[config.mk]
export PLATFORM = sky130hd
export DESIGN_NAME = windowed_integral_pid
export DESIGN_NICKNAME = d
export VERILOG_FILES = /design/src/hdl/wip_pkg.sv /design/src/hdl/wip_csr.sv /design/src/hdl/wip_mul.sv /design/src/hdl/wip_div.sv /design/src/hdl/windowed_integral_pid.sv
export SDC_FILE = /design/constraint.sdc
export NUM_CORES = 2
export LEC_CHECK = 0
export BUFFER_PORTS_ARGS = -buffer_cell sky130_fd_sc_hd__buf_2
export CORE_AREA = 5 5 365 367
export DETAILED_ROUTE_END_ITERATION = 16
export DIE_AREA = 0 0 370 372
export GPL_TIMING_DRIVEN = 1
export MAX_ROUTING_LAYER = met4
export PLACE_DENSITY = 0.81
export REMOVE_ABC_BUFFERS = 1
export SYNTH_ARGS = -nofsm -noshare
export SYNTH_HDL_FRONTEND = slang
export SYNTH_HIERARCHICAL = 1
export SYNTH_SLANG_ARGS = --single-unit
[constraint.sdc]
create_clock -name clock -period 9.4 [get_ports clock]
set_input_delay 0.47 -clock clock [delete_from_list [all_inputs] [get_ports clock]]
set_output_delay 0.47 -clock clock [all_outputs]
set_load 0.05 [all_outputs]
[src/hdl/wip_pkg.sv]
// ----------------------------------------------------------------------------
// wip_pkg: shared types and constants of the windowed integral pid
// Widths, register indices, reset values, payload structs, sequencer states
// and the 32-bit saturation helper.
// ----------------------------------------------------------------------------
package wip_pkg;

   localparam int MAX_WINDOW = 16;
   localparam int RING_AW    = (MAX_WINDOW > 1) ? $clog2(MAX_WINDOW) : 1;
   localparam int LEN_W      = $clog2(MAX_WINDOW + 1);

   localparam int DATA_W = 32;
   localparam int GAIN_W = 24;
   localparam int STEP_W = 16;
   localparam int FRAC_W = 16;
   localparam int WLEN_W = 5;
   localparam int CSR_AW = 5;
   localparam int CSR_DW = 32;

   localparam int SUM_W  = DATA_W + RING_AW;
   localparam int PROD_W = GAIN_W + SUM_W;
   localparam int DIFF_W = DATA_W + 1;
   localparam int DIV_W  = DIFF_W + FRAC_W;
   localparam int MCNT_W = $clog2(GAIN_W);
   localparam int DCNT_W = $clog2(DIV_W);

   localparam logic signed [GAIN_W-1:0] PROP_GAIN_RST  = 24'sd163840;
   localparam logic signed [GAIN_W-1:0] INTEG_GAIN_RST = 24'sd0;
   localparam logic signed [GAIN_W-1:0] DERIV_GAIN_RST = 24'sd13107;
   localparam logic signed [DATA_W-1:0] OUT_MIN_RST    = -32'sd16384000;
   localparam logic signed [DATA_W-1:0] OUT_MAX_RST    = 32'sd16384000;
   localparam logic                     CLAMP_EN_RST   = 1'b1;
   localparam logic [WLEN_W-1:0]        WINDOW_LEN_RST = 5'd6;

   typedef enum logic [2:0] {
      REG_PROP_GAIN,
      REG_INTEG_GAIN,
      REG_DERIV_GAIN,
      REG_OUT_MIN,
      REG_OUT_MAX,
      REG_CLAMP_ENABLE,
      REG_WINDOW_LEN
   } reg_idx_type;

   typedef struct packed {
      logic signed [GAIN_W-1:0] prop_gain;
      logic signed [GAIN_W-1:0] integ_gain;
      logic signed [GAIN_W-1:0] deriv_gain;
      logic signed [DATA_W-1:0] out_min;
      logic signed [DATA_W-1:0] out_max;
      logic                     clamp_enable;
      logic [WLEN_W-1:0]        window_len;
   } cfg_type;

   typedef struct packed {
      logic signed [DATA_W-1:0] error_sample;
      logic [STEP_W-1:0]        step_time;
   } req_type;

   typedef struct packed {
      logic signed [DATA_W-1:0] drive;
      logic signed [DATA_W-1:0] prop_term;
      logic signed [DATA_W-1:0] integ_term;
      logic signed [DATA_W-1:0] deriv_term;
   } rsp_type;

   typedef enum logic [3:0] {
      ST_IDLE,
      ST_MOD,
      ST_WRITE,
      ST_SUM,
      ST_INTEG,
      ST_PROP,
      ST_DIV,
      ST_DERIV,
      ST_FINAL
   } state_type;

   function automatic logic signed [DATA_W-1:0] sat32(input logic signed [63:0] x);
      logic signed [63:0] hi;
      logic signed [63:0] lo;
      hi = 64'sh0000_0000_7FFF_FFFF;
      lo = -64'sh0000_0000_8000_0000;
      if (x > hi) begin
         return 32'sh7FFF_FFFF;
      end else if (x < lo) begin
         return 32'sh8000_0000;
      end
      return x[DATA_W-1:0];
   endfunction

endpackage

[src/hdl/wip_csr.sv]
// ----------------------------------------------------------------------------
// wip_csr: configuration registers
// APB-style register file holding gains, clamp bounds and window length.
// ----------------------------------------------------------------------------
module wip_csr (
   input  logic                        clock,
   input  logic                        reset,
   input  logic                        psel,
   input  logic                        penable,
   input  logic                        pwrite,
   input  logic [wip_pkg::CSR_AW-1:0]  paddr,
   input  logic [wip_pkg::CSR_DW-1:0]  pwdata,
   output logic [wip_pkg::CSR_DW-1:0]  prdata,
   output logic                        pready,
   output wip_pkg::cfg_type            cfg
);

   wip_pkg::cfg_type     cfg_ff;
   wip_pkg::cfg_type     cfg_in;
   wip_pkg::reg_idx_type reg_idx;
   logic                 wr_en;

   assign reg_idx = wip_pkg::reg_idx_type'(paddr[wip_pkg::CSR_AW-1:2]);
   assign wr_en   = psel && penable && pwrite;
   assign pready  = 1'b1;
   assign cfg     = cfg_ff;

   always_comb begin
      cfg_in = cfg_ff;
      if (wr_en) begin
         case (reg_idx)
            wip_pkg::REG_PROP_GAIN:    cfg_in.prop_gain    = pwdata[wip_pkg::GAIN_W-1:0];
            wip_pkg::REG_INTEG_GAIN:   cfg_in.integ_gain   = pwdata[wip_pkg::GAIN_W-1:0];
            wip_pkg::REG_DERIV_GAIN:   cfg_in.deriv_gain   = pwdata[wip_pkg::GAIN_W-1:0];
            wip_pkg::REG_OUT_MIN:      cfg_in.out_min      = pwdata[wip_pkg::DATA_W-1:0];
            wip_pkg::REG_OUT_MAX:      cfg_in.out_max      = pwdata[wip_pkg::DATA_W-1:0];
            wip_pkg::REG_CLAMP_ENABLE: cfg_in.clamp_enable = pwdata[0];
            wip_pkg::REG_WINDOW_LEN:   cfg_in.window_len   = pwdata[wip_pkg::WLEN_W-1:0];
            default: ;
         endcase
      end
   end

   always_comb begin
      case (reg_idx)
         wip_pkg::REG_PROP_GAIN:    prdata = wip_pkg::CSR_DW'(cfg_ff.prop_gain);
         wip_pkg::REG_INTEG_GAIN:   prdata = wip_pkg::CSR_DW'(cfg_ff.integ_gain);
         wip_pkg::REG_DERIV_GAIN:   prdata = wip_pkg::CSR_DW'(cfg_ff.deriv_gain);
         wip_pkg::REG_OUT_MIN:      prdata = wip_pkg::CSR_DW'(cfg_ff.out_min);
         wip_pkg::REG_OUT_MAX:      prdata = wip_pkg::CSR_DW'(cfg_ff.out_max);
         wip_pkg::REG_CLAMP_ENABLE: prdata = wip_pkg::CSR_DW'(cfg_ff.clamp_enable);
         wip_pkg::REG_WINDOW_LEN:   prdata = wip_pkg::CSR_DW'(cfg_ff.window_len);
         default:                   prdata = '0;
      endcase
   end

   always_ff @(posedge clock) begin
      if (reset) begin
         cfg_ff.prop_gain    <= wip_pkg::PROP_GAIN_RST;
         cfg_ff.integ_gain   <= wip_pkg::INTEG_GAIN_RST;
         cfg_ff.deriv_gain   <= wip_pkg::DERIV_GAIN_RST;
         cfg_ff.out_min      <= wip_pkg::OUT_MIN_RST;
         cfg_ff.out_max      <= wip_pkg::OUT_MAX_RST;
         cfg_ff.clamp_enable <= wip_pkg::CLAMP_EN_RST;
         cfg_ff.window_len   <= wip_pkg::WINDOW_LEN_RST;
      end else begin
         cfg_ff <= cfg_in;
      end
   end

endmodule

[src/hdl/wip_mul.sv]
// ----------------------------------------------------------------------------
// wip_mul: shared shift-add gain multiplier
// Signed Q8.16 gain times a signed operand, one gain bit per cycle; the
// product is floored by 16 fraction bits and saturated to 32 bits.
// ----------------------------------------------------------------------------
module wip_mul (
   input  logic                               clock,
   input  logic                               reset,
   input  logic                               start,
   input  logic signed [wip_pkg::GAIN_W-1:0]  gain,
   input  logic signed [wip_pkg::SUM_W-1:0]   opnd,
   output logic                               done,
   output logic signed [wip_pkg::DATA_W-1:0]  result
);

   logic signed [wip_pkg::PROD_W-1:0] acc_ff, acc_in;
   logic signed [wip_pkg::PROD_W-1:0] mcand_ff, mcand_in;
   logic [wip_pkg::GAIN_W-1:0]        mplier_ff, mplier_in;
   logic [wip_pkg::MCNT_W-1:0]        cnt_ff, cnt_in;
   logic                              run_ff, run_in;
   logic                              done_ff, done_in;
   logic                              last_bit;

   assign last_bit = (cnt_ff == wip_pkg::MCNT_W'(wip_pkg::GAIN_W - 1));
   assign done     = done_ff;
   assign result   = wip_pkg::sat32(64'(acc_ff >>> wip_pkg::FRAC_W));

   always_comb begin
      acc_in    = acc_ff;
      mcand_in  = mcand_ff;
      mplier_in = mplier_ff;
      cnt_in    = cnt_ff;
      run_in    = run_ff;
      done_in   = 1'b0;
      if (start) begin
         acc_in    = '0;
         mcand_in  = wip_pkg::PROD_W'(opnd);
         mplier_in = gain;
         cnt_in    = '0;
         run_in    = 1'b1;
      end else if (run_ff) begin
         // top gain bit carries negative weight
         if (mplier_ff[0]) begin
            acc_in = last_bit ? acc_ff - mcand_ff : acc_ff + mcand_ff;
         end
         mcand_in  = mcand_ff <<< 1;
         mplier_in = mplier_ff >> 1;
         cnt_in    = cnt_ff + 1'b1;
         if (last_bit) begin
            run_in  = 1'b0;
            done_in = 1'b1;
         end
      end
   end

   always_ff @(posedge clock) begin
      if (reset) begin
         run_ff  <= 1'b0;
         done_ff <= 1'b0;
         cnt_ff  <= '0;
      end else begin
         run_ff  <= run_in;
         done_ff <= done_in;
         cnt_ff  <= cnt_in;
      end
   end

   always_ff @(posedge clock) begin
      acc_ff    <= acc_in;
      mcand_ff  <= mcand_in;
      mplier_ff <= mplier_in;
   end

endmodule

[src/hdl/wip_div.sv]
// ----------------------------------------------------------------------------
// wip_div: serial error-rate divider
// Restoring division of (error change << 16) by the time step, one quotient
// bit per cycle, truncated toward zero and saturated to 32 bits.
// ----------------------------------------------------------------------------
module wip_div (
   input  logic                               clock,
   input  logic                               reset,
   input  logic                               start,
   input  logic signed [wip_pkg::DIFF_W-1:0]  diff,
   input  logic [wip_pkg::STEP_W-1:0]         divisor,
   output logic                               done,
   output logic signed [wip_pkg::DATA_W-1:0]  rate
);

   logic [wip_pkg::DIV_W-1:0]  num_ff, num_in;
   logic [wip_pkg::STEP_W-1:0] rem_ff, rem_in;
   logic [wip_pkg::STEP_W-1:0] dvs_ff, dvs_in;
   logic                       neg_ff, neg_in;
   logic [wip_pkg::DCNT_W-1:0] cnt_ff, cnt_in;
   logic                       run_ff, run_in;
   logic                       done_ff, done_in;
   logic [wip_pkg::STEP_W:0]   rem_sh;
   logic [wip_pkg::DIFF_W-1:0] mag;
   logic signed [63:0]         quo_s;

   assign rem_sh = {rem_ff, num_ff[wip_pkg::DIV_W-1]};
   assign mag    = diff[wip_pkg::DIFF_W-1] ? wip_pkg::DIFF_W'(-diff) : wip_pkg::DIFF_W'(diff);
   assign quo_s  = neg_ff ? -$signed(64'(num_ff)) : $signed(64'(num_ff));
   assign rate   = wip_pkg::sat32(quo_s);
   assign done   = done_ff;

   always_comb begin
      num_in  = num_ff;
      rem_in  = rem_ff;
      dvs_in  = dvs_ff;
      neg_in  = neg_ff;
      cnt_in  = cnt_ff;
      run_in  = run_ff;
      done_in = 1'b0;
      if (start) begin
         num_in = {mag, {wip_pkg::FRAC_W{1'b0}}};
         rem_in = '0;
         dvs_in = divisor;
         neg_in = diff[wip_pkg::DIFF_W-1];
         cnt_in = '0;
         run_in = 1'b1;
      end else if (run_ff) begin
         if (rem_sh >= {1'b0, dvs_ff}) begin
            rem_in = wip_pkg::STEP_W'(rem_sh - {1'b0, dvs_ff});
            num_in = {num_ff[wip_pkg::DIV_W-2:0], 1'b1};
         end else begin
            rem_in = rem_sh[wip_pkg::STEP_W-1:0];
            num_in = {num_ff[wip_pkg::DIV_W-2:0], 1'b0};
         end
         cnt_in = cnt_ff + 1'b1;
         if (cnt_ff == wip_pkg::DCNT_W'(wip_pkg::DIV_W - 1)) begin
            run_in  = 1'b0;
            done_in = 1'b1;
         end
      end
   end

   always_ff @(posedge clock) begin
      if (reset) begin
         run_ff  <= 1'b0;
         done_ff <= 1'b0;
         cnt_ff  <= '0;
      end else begin
         run_ff  <= run_in;
         done_ff <= done_in;
         cnt_ff  <= cnt_in;
      end
   end

   always_ff @(posedge clock) begin
      num_ff <= num_in;
      rem_ff <= rem_in;
      dvs_ff <= dvs_in;
      neg_ff <= neg_in;
   end

endmodule

[src/hdl/windowed_integral_pid.sv]
// ----------------------------------------------------------------------------
// windowed_integral_pid: pid controller with sliding-window integral
// Sequencer around a shared gain multiplier and a serial divider; the ring
// of error * step samples is summed one entry per cycle.
//
//   channel   ports                     direction  carries
//   req       req_valid/stall/data      in         error_sample, step_time
//   rsp       rsp_valid/stall/data      out        drive and the three terms
//   csr       psel..pready              in/out     gains, bounds, window
//
// A transaction runs from one acceptance to the next through the ring index
// reduction, the ring write, one summing step per window entry, the integral
// and proportional gain multiplies, the rate division, the derivative multiply,
// the output load and the idle state; the division and the derivative multiply
// are skipped when the previous error or the step is zero. req_stall is high
// from acceptance until the result is in the output register, later while a
// previous result stalls. Synchronous reset clears the ring through valid bits,
// so no clearing pass is needed. A stalled result holds while the next
// transaction is accepted.
module windowed_integral_pid (
   input  logic                        clock,
   input  logic                        reset,
   input  logic                        req_valid,
   output logic                        req_stall,
   input  wip_pkg::req_type            req_data,
   output logic                        rsp_valid,
   input  logic                        rsp_stall,
   output wip_pkg::rsp_type            rsp_data,
   input  logic                        psel,
   input  logic                        penable,
   input  logic                        pwrite,
   input  logic [wip_pkg::CSR_AW-1:0]  paddr,
   input  logic [wip_pkg::CSR_DW-1:0]  pwdata,
   output logic [wip_pkg::CSR_DW-1:0]  prdata,
   output logic                        pready
);

   wip_pkg::cfg_type   cfg;
   wip_pkg::state_type state_ff, state_in;

   logic signed [wip_pkg::DATA_W-1:0]  err_ff, err_in;
   logic [wip_pkg::STEP_W-1:0]         dt_ff, dt_in;
   logic [wip_pkg::LEN_W-1:0]          len_ff, len_in;
   logic [wip_pkg::RING_AW-1:0]        pos_ff, pos_in;
   logic [wip_pkg::RING_AW-1:0]        ring_pos_ff, ring_pos_in;
   logic [wip_pkg::RING_AW-1:0]        idx_ff, idx_in;
   logic signed [wip_pkg::SUM_W-1:0]   sum_ff, sum_in;
   logic signed [wip_pkg::DATA_W-1:0]  last_err_ff, last_err_in;
   logic signed [wip_pkg::DATA_W-1:0]  prop_ff, prop_in;
   logic signed [wip_pkg::DATA_W-1:0]  integ_ff, integ_in;
   logic signed [wip_pkg::DATA_W-1:0]  deriv_ff, deriv_in;
   logic                               rsp_valid_ff, rsp_valid_in;
   wip_pkg::rsp_type                   rsp_data_ff, rsp_data_in;

   logic signed [wip_pkg::DATA_W-1:0]  ring_ff [wip_pkg::MAX_WINDOW];
   logic [wip_pkg::MAX_WINDOW-1:0]     ring_vld_ff, ring_vld_in;
   logic                               ring_we;
   logic signed [wip_pkg::DATA_W-1:0]  ring_rd;
   logic signed [48:0]                 ring_prod;
   logic signed [wip_pkg::DATA_W-1:0]  ring_wdata;

   logic [wip_pkg::LEN_W-1:0]          win_len;
   logic                               deriv_on;
   logic signed [wip_pkg::DIFF_W-1:0]  err_diff;
   logic signed [wip_pkg::DATA_W+1:0]  total;
   logic signed [wip_pkg::DATA_W-1:0]  total_sat;
   logic signed [wip_pkg::DATA_W-1:0]  drive_val;
   logic                               out_free;

   logic                               mul_start, mul_done;
   logic signed [wip_pkg::GAIN_W-1:0]  mul_gain;
   logic signed [wip_pkg::SUM_W-1:0]   mul_opnd;
   logic signed [wip_pkg::DATA_W-1:0]  mul_res;
   logic                               div_start, div_done;
   logic signed [wip_pkg::DATA_W-1:0]  div_rate;

   wip_csr u_csr (
      .clock   (clock),
      .reset   (reset),
      .psel    (psel),
      .penable (penable),
      .pwrite  (pwrite),
      .paddr   (paddr),
      .pwdata  (pwdata),
      .prdata  (prdata),
      .pready  (pready),
      .cfg     (cfg)
   );

   wip_mul u_mul (
      .clock  (clock),
      .reset  (reset),
      .start  (mul_start),
      .gain   (mul_gain),
      .opnd   (mul_opnd),
      .done   (mul_done),
      .result (mul_res)
   );

   wip_div u_div (
      .clock   (clock),
      .reset   (reset),
      .start   (div_start),
      .diff    (err_diff),
      .divisor (dt_ff),
      .done    (div_done),
      .rate    (div_rate)
   );

   // window length limited to one .. ring depth
   always_comb begin
      if (cfg.window_len == '0) begin
         win_len = wip_pkg::LEN_W'(1);
      end else if (int'(cfg.window_len) > wip_pkg::MAX_WINDOW) begin
         win_len = wip_pkg::LEN_W'(wip_pkg::MAX_WINDOW);
      end else begin
         win_len = wip_pkg::LEN_W'(cfg.window_len);
      end
   end

   assign ring_prod  = err_ff * $signed({1'b0, dt_ff});
   assign ring_wdata = ring_prod[wip_pkg::DATA_W+wip_pkg::FRAC_W-1:wip_pkg::FRAC_W];
   assign ring_rd    = ring_vld_ff[idx_ff] ? ring_ff[idx_ff] : '0;
   assign err_diff   = wip_pkg::DIFF_W'(err_ff) - wip_pkg::DIFF_W'(last_err_ff);
   assign deriv_on   = (last_err_ff != '0) && (dt_ff != '0);

   assign total     = (wip_pkg::DATA_W+2)'(prop_ff) + (wip_pkg::DATA_W+2)'(integ_ff)
                      + (wip_pkg::DATA_W+2)'(deriv_ff);
   assign total_sat = wip_pkg::sat32(64'(total));

   always_comb begin
      drive_val = total_sat;
      if (cfg.clamp_enable) begin
         if (total_sat < cfg.out_min) begin
            drive_val = cfg.out_min;
         end else if (total_sat > cfg.out_max) begin
            drive_val = cfg.out_max;
         end
      end
   end

   assign out_free  = !rsp_valid_ff || !rsp_stall;
   assign req_stall = (state_ff != wip_pkg::ST_IDLE);
   assign rsp_valid = rsp_valid_ff;
   assign rsp_data  = rsp_data_ff;

   always_comb begin
      state_in     = state_ff;
      err_in       = err_ff;
      dt_in        = dt_ff;
      len_in       = len_ff;
      pos_in       = pos_ff;
      ring_pos_in  = ring_pos_ff;
      idx_in       = idx_ff;
      sum_in       = sum_ff;
      last_err_in  = last_err_ff;
      prop_in      = prop_ff;
      integ_in     = integ_ff;
      deriv_in     = deriv_ff;
      ring_vld_in  = ring_vld_ff;
      ring_we      = 1'b0;
      rsp_valid_in = rsp_valid_ff && rsp_stall;
      rsp_data_in  = rsp_data_ff;
      mul_start    = 1'b0;
      mul_gain     = cfg.prop_gain;
      mul_opnd     = wip_pkg::SUM_W'(err_ff);
      div_start    = 1'b0;
      case (state_ff)
         wip_pkg::ST_IDLE: begin
            if (req_valid) begin
               err_in   = req_data.error_sample;
               dt_in    = req_data.step_time;
               len_in   = win_len;
               pos_in   = ring_pos_ff;
               state_in = wip_pkg::ST_MOD;
            end
         end
         wip_pkg::ST_MOD: begin
            // write position modulo window length by repeated subtraction
            if (wip_pkg::LEN_W'(pos_ff) >= len_ff) begin
               pos_in = wip_pkg::RING_AW'(wip_pkg::LEN_W'(pos_ff) - len_ff);
            end else begin
               state_in = wip_pkg::ST_WRITE;
            end
         end
         wip_pkg::ST_WRITE: begin
            ring_we             = 1'b1;
            ring_vld_in[pos_ff] = 1'b1;
            if (wip_pkg::LEN_W'(pos_ff) + 1'b1 == len_ff) begin
               ring_pos_in = '0;
            end else begin
               ring_pos_in = pos_ff + 1'b1;
            end
            idx_in   = '0;
            sum_in   = '0;
            state_in = wip_pkg::ST_SUM;
         end
         wip_pkg::ST_SUM: begin
            sum_in = sum_ff + wip_pkg::SUM_W'(ring_rd);
            idx_in = idx_ff + 1'b1;
            if (wip_pkg::LEN_W'(idx_ff) + 1'b1 == len_ff) begin
               mul_start = 1'b1;
               mul_gain  = cfg.integ_gain;
               mul_opnd  = sum_in;
               state_in  = wip_pkg::ST_INTEG;
            end
         end
         wip_pkg::ST_INTEG: begin
            if (mul_done) begin
               integ_in  = mul_res;
               mul_start = 1'b1;
               mul_gain  = cfg.prop_gain;
               mul_opnd  = wip_pkg::SUM_W'(err_ff);
               state_in  = wip_pkg::ST_PROP;
            end
         end
         wip_pkg::ST_PROP: begin
            if (mul_done) begin
               prop_in = mul_res;
               if (deriv_on) begin
                  div_start = 1'b1;
                  state_in  = wip_pkg::ST_DIV;
               end else begin
                  deriv_in = '0;
                  state_in = wip_pkg::ST_FINAL;
               end
            end
         end
         wip_pkg::ST_DIV: begin
            if (div_done) begin
               mul_start = 1'b1;
               mul_gain  = cfg.deriv_gain;
               mul_opnd  = wip_pkg::SUM_W'(div_rate);
               state_in  = wip_pkg::ST_DERIV;
            end
         end
         wip_pkg::ST_DERIV: begin
            if (mul_done) begin
               deriv_in = mul_res;
               state_in = wip_pkg::ST_FINAL;
            end
         end
         wip_pkg::ST_FINAL: begin
            if (out_free) begin
               rsp_valid_in           = 1'b1;
               rsp_data_in.drive      = drive_val;
               rsp_data_in.prop_term  = prop_ff;
               rsp_data_in.integ_term = integ_ff;
               rsp_data_in.deriv_term = deriv_ff;
               last_err_in            = err_ff;
               state_in               = wip_pkg::ST_IDLE;
            end
         end
         default: begin
            state_in = wip_pkg::ST_IDLE;
         end
      endcase
   end

   always_ff @(posedge clock) begin
      if (reset) begin
         state_ff     <= wip_pkg::ST_IDLE;
         ring_pos_ff  <= '0;
         last_err_ff  <= '0;
         ring_vld_ff  <= '0;
         rsp_valid_ff <= 1'b0;
      end else begin
         state_ff     <= state_in;
         ring_pos_ff  <= ring_pos_in;
         last_err_ff  <= last_err_in;
         ring_vld_ff  <= ring_vld_in;
         rsp_valid_ff <= rsp_valid_in;
      end
   end

   always_ff @(posedge clock) begin
      err_in_reg: begin
         err_ff      <= err_in;
         dt_ff       <= dt_in;
         len_ff      <= len_in;
         pos_ff      <= pos_in;
         idx_ff      <= idx_in;
         sum_ff      <= sum_in;
         prop_ff     <= prop_in;
         integ_ff    <= integ_in;
         deriv_ff    <= deriv_in;
         rsp_data_ff <= rsp_data_in;
      end
   end

   always_ff @(posedge clock) begin
      if (ring_we) begin
         ring_ff[pos_ff] <= ring_wdata;
      end
   end

   a_write_pos_in_window: assert property (@(posedge clock) disable iff (reset)
      (state_ff == wip_pkg::ST_WRITE) |-> (wip_pkg::LEN_W'(pos_ff) < len_ff))
      else $error("ring write position outside window");

   a_sum_idx_in_window: assert property (@(posedge clock) disable iff (reset)
      (state_ff == wip_pkg::ST_SUM) |-> (wip_pkg::LEN_W'(idx_ff) < len_ff))
      else $error("ring sum index outside window");

   a_mul_done_expected: assert property (@(posedge clock) disable iff (reset)
      mul_done |-> (state_ff == wip_pkg::ST_INTEG || state_ff == wip_pkg::ST_PROP ||
                    state_ff == wip_pkg::ST_DERIV))
      else $error("multiplier finished outside a multiply phase");

   a_div_done_expected: assert property (@(posedge clock) disable iff (reset)
      div_done |-> (state_ff == wip_pkg::ST_DIV))
      else $error("divider finished outside the divide phase");

   a_accept_starts_seq: assert property (@(posedge clock) disable iff (reset)
      (req_valid && !req_stall) |=> (state_ff == wip_pkg::ST_MOD))
      else $error("accepted transaction did not start the sequence");

endmodule
==> results.txt <==
status: complete, but fails checks
failing checks: capacitance limit, slew limit
TritonRoute pass-1 iters: 13
worst path required time: 9.82 ns
Layout Utilization: 0.701
CP max stage cell: edfxtp_1
Hold Fails Final Rpt: 0
CP Cell Sequence: nand2_1, fa_1, inv_1, fa_1, inv_1, fa_1, inv_1, fa_1, inv_1, fa_1, inv_1, fa_1, ha_1, and3_1, nand3_1, a2bb2oi_1, o21ai_0, a21bo_2, o21ai_0, a21boi_0, o21a_1, nor2_1, xnor2_1
Crit Path Class: reg -> reg
Ys Warns: 6
relative slew slack: -0.125
PostCTS Resize Cnt: 0
Die X: 370 um
hold path startpoint: paddr[4]
initial antenna violation count: 9
post-route ant nets: 0
Register-to-Register Setup Slack: 0.83 ns
Seq/Total Area, Yosys: 0.428
Multi-input gate area: 0.0426 mm2
leading area contributor after synthesis: edfxtp_1
DRC: 0
Rows: 132
crit share post-route: 0.912
ys flop type: edfxtp_1
starting density of the core: 0.638
clock sinks: 1277
number of max-cap violations: 1
area delta synth->final: 9.94%
TritonCTS clock tree: built
Fillers: 8931
Port Buf Inserts: 251
clock buffer depth: 3
share of cells above drive strength 1: 0.121
Slew @ Worst Pin: 1.68 ns
dominant cells by area after synthesis: edfxtp_1, fa_1, dfxtp_1
RSZ-0062 raised after global routing: false
final slew viol count: 17
nets: 8590
Mapped Area: 0.0824 mm2
CTS H-tree lvls: 4
global-route wire length before repair: 361000 um
aggregate global-route resource usage: 0.353
CP arrival: 8.99 ns
Max FO, Critical Path: 19
Seq. cell area: 0.0353 mm2
Avg Cell Area, Syn: 11.1 um2
clock latency on the worst-skew pair: 0.79 ns
Congestion Overflow GR: 0
# Post-CTS Setup Buffers: 0
Worst path most repeated cell: fa_1
routability cong.: 0.957
Max Clock Skew: 0.0402 ns
Period minus WS final: 8.57 ns
fmax: 0.117 GHz
Layout Cells excl Fill: 9475
post-synthesis cell type count: 125
Syn Inst Count: 7425
vias per cell: 6.43
crit start category: register
CTS clk-pin slew, worst paths: 0.06 ns
FF+latch count, synth: 1277
CORE AREA: 0.129 mm2
crit path from: err_ff[9]$_DFFE_PP_
number of flops mapped to enable cells by yosys: 967
Wirelength per Cell: 24.8 um
final setup TNS: 0 ns
Worst R2R Path Depth: 23
vias in the first global route: 61800
largest net degree at the start of global routing: 105
post-synth top area share: 0.353
number of setup violations in the final report: 0
Clock Tree Root: clkbuf_16
Hold-fix buffers, CTS: 81
Final HPWL DP: 155000 um
DRT iter0 DRCs: 7204
FFs w/ async S/R, synth: 0
Die H: 372 um
reg2reg start: err_ff[9]$_DFFE_PP_
Crit path largest cell delay: 1.02 ns
Hold Path Class: in -> reg
Worst Hold Depth: 3
total I/O pin count: 255
CTS buffer count: 136
via count: 60900
total placed cells including tap cells: 9134
DIE AREA: 0.138 mm2
Worst Setup End Kind: register
overall routed net length: 235000 um
## worst paths after layout
kind,endpoint
worst max register to register,ring_ff[3][20]$_DFFE_PP_
worst max-delay path,ring_ff[3][20]$_DFFE_PP_
worst min register to register,rsp_data[9]$_DFFE_PP_
worst min-delay path,u_csr/cfg[0]$_SDFFE_PP0P_
## through the flow
stage                     setup WS (ns)  hold WS (ns)  area, um2
after floorplan                  -0.887         0.426      80700
after detailed placement           1.30         0.452      85100
after CTS                          1.11         0.127      90500
after global routing              0.637         0.172      90500
final                             0.829         0.177      90600
after global placement             1.62         0.439      85100
## critical path, delay by kind of cell (launching register included)
kind                       cells  cell delay [ns]
adders and majority gates      7             3.40
and+or+nand+nor                4             0.53
DFF                            1             1.02
buffers and inverters          5             0.29
AOI/OAI and AO/OA              6             2.08
xor gates and xnor gates       1             0.87
## flip-flops by register name, summed over array words and instances, names as in the netlist, 5 cells and up, named ones only
name / count
prop_ff: 32
dt_ff: 16
len_ff: 5
u_mul/acc_ff: 60
ring_ff: 512
ring_vld_ff: 16
integ_ff: 32
u_mul/mplier_ff: 24
sum_ff: 36
err_ff: 32
u_mul/mcand_ff: 60
last_err_ff: 32
u_div/num_ff: 49
deriv_ff: 32
u_mul/cnt_ff: 5
u_div/dvs_ff: 16
u_div/cnt_ff: 6
u_csr/cfg: 142
rsp_data: 128
u_div/rem_ff: 16
## per-layer routing
layer / vias to the layer above / GRT usage / part of all wire / routed length (um)
li1: 26500 / - / - / -
met1: 29900 / 0.430 / 0.36 / 85800
met2: 3624 / 0.569 / 0.48 / 113000
met3: 933 / 0.0655 / 0.093 / 21900
met4: 0 / 0.181 / 0.063 / 14700
met5: - / - / 0 / 0
## synthesized netlist by cell type, drive strengths merged, types with 33 or more instances
library cell	n
o31ai	46
mux2	57
clkbuf	311
nor2	362
mux2i	115
and3	35
dfxtp	310
a21o	151
inv	806
nand2b	60
nor4	51
nand3	107
nor2b	135
ha	366
a222oi	49
o21a	41
o21ai	458
a211oi	47
buf	83
edfxtp	967
xor2	117
nor3	73
nand4	65
xnor2	195
or3	33
fa	520
mux4	164
nand2	682
a21oi	391
and2	254
## layout make-up
| type | instances | share of cell area |
|---|---|---|
| Multi-Input combinational cell | 4948 | 0.470 |
| Sequential cell | 1277 | 0.389 |
| Clock buffer | 172 | 0.0407 |
| Inverter | 806 | 0.0335 |
| Timing Repair Buffer | 443 | 0.0322 |
| Tap cell | 1742 | 0.0241 |
| Clock inverter | 75 | 0.00999 |
| Antenna cell | 12 | 0.000332 |
## kinds of logic (layout without fill, tap and decap cells)
family | after synthesis | in the layout | synth area share
and+or+nand+nor | 1947 | 1947 | 0.117
AOI/OAI and AO/OA | 1466 | 1466 | 0.116
DFF | 1277 | 1277 | 0.428
buffers and inverters | 1200 | 1496 | 0.0573
adders and majority gates | 886 | 886 | 0.182
muxes | 336 | 336 | 0.0666
xor gates and xnor gates | 312 | 312 | 0.0333
other | 1 | 13 | 0.0000455
## cells in the final DEF, fill, tap and decap left out, drive strengths merged, types with 151 or more instances in the layout
cell type / instances
edfxtp: 967
a21oi: 391
o21ai: 458
fa: 520
mux4: 164
nand2: 682
and2: 254
dfxtp: 310
ha: 366
clkbuf: 172
buf: 362
xnor2: 195
nor2: 362
a21o: 151
inv: 814
Power is not shown: default switching activity piles up to over one toggle a cycle in this logic, so the estimate is an artifact.
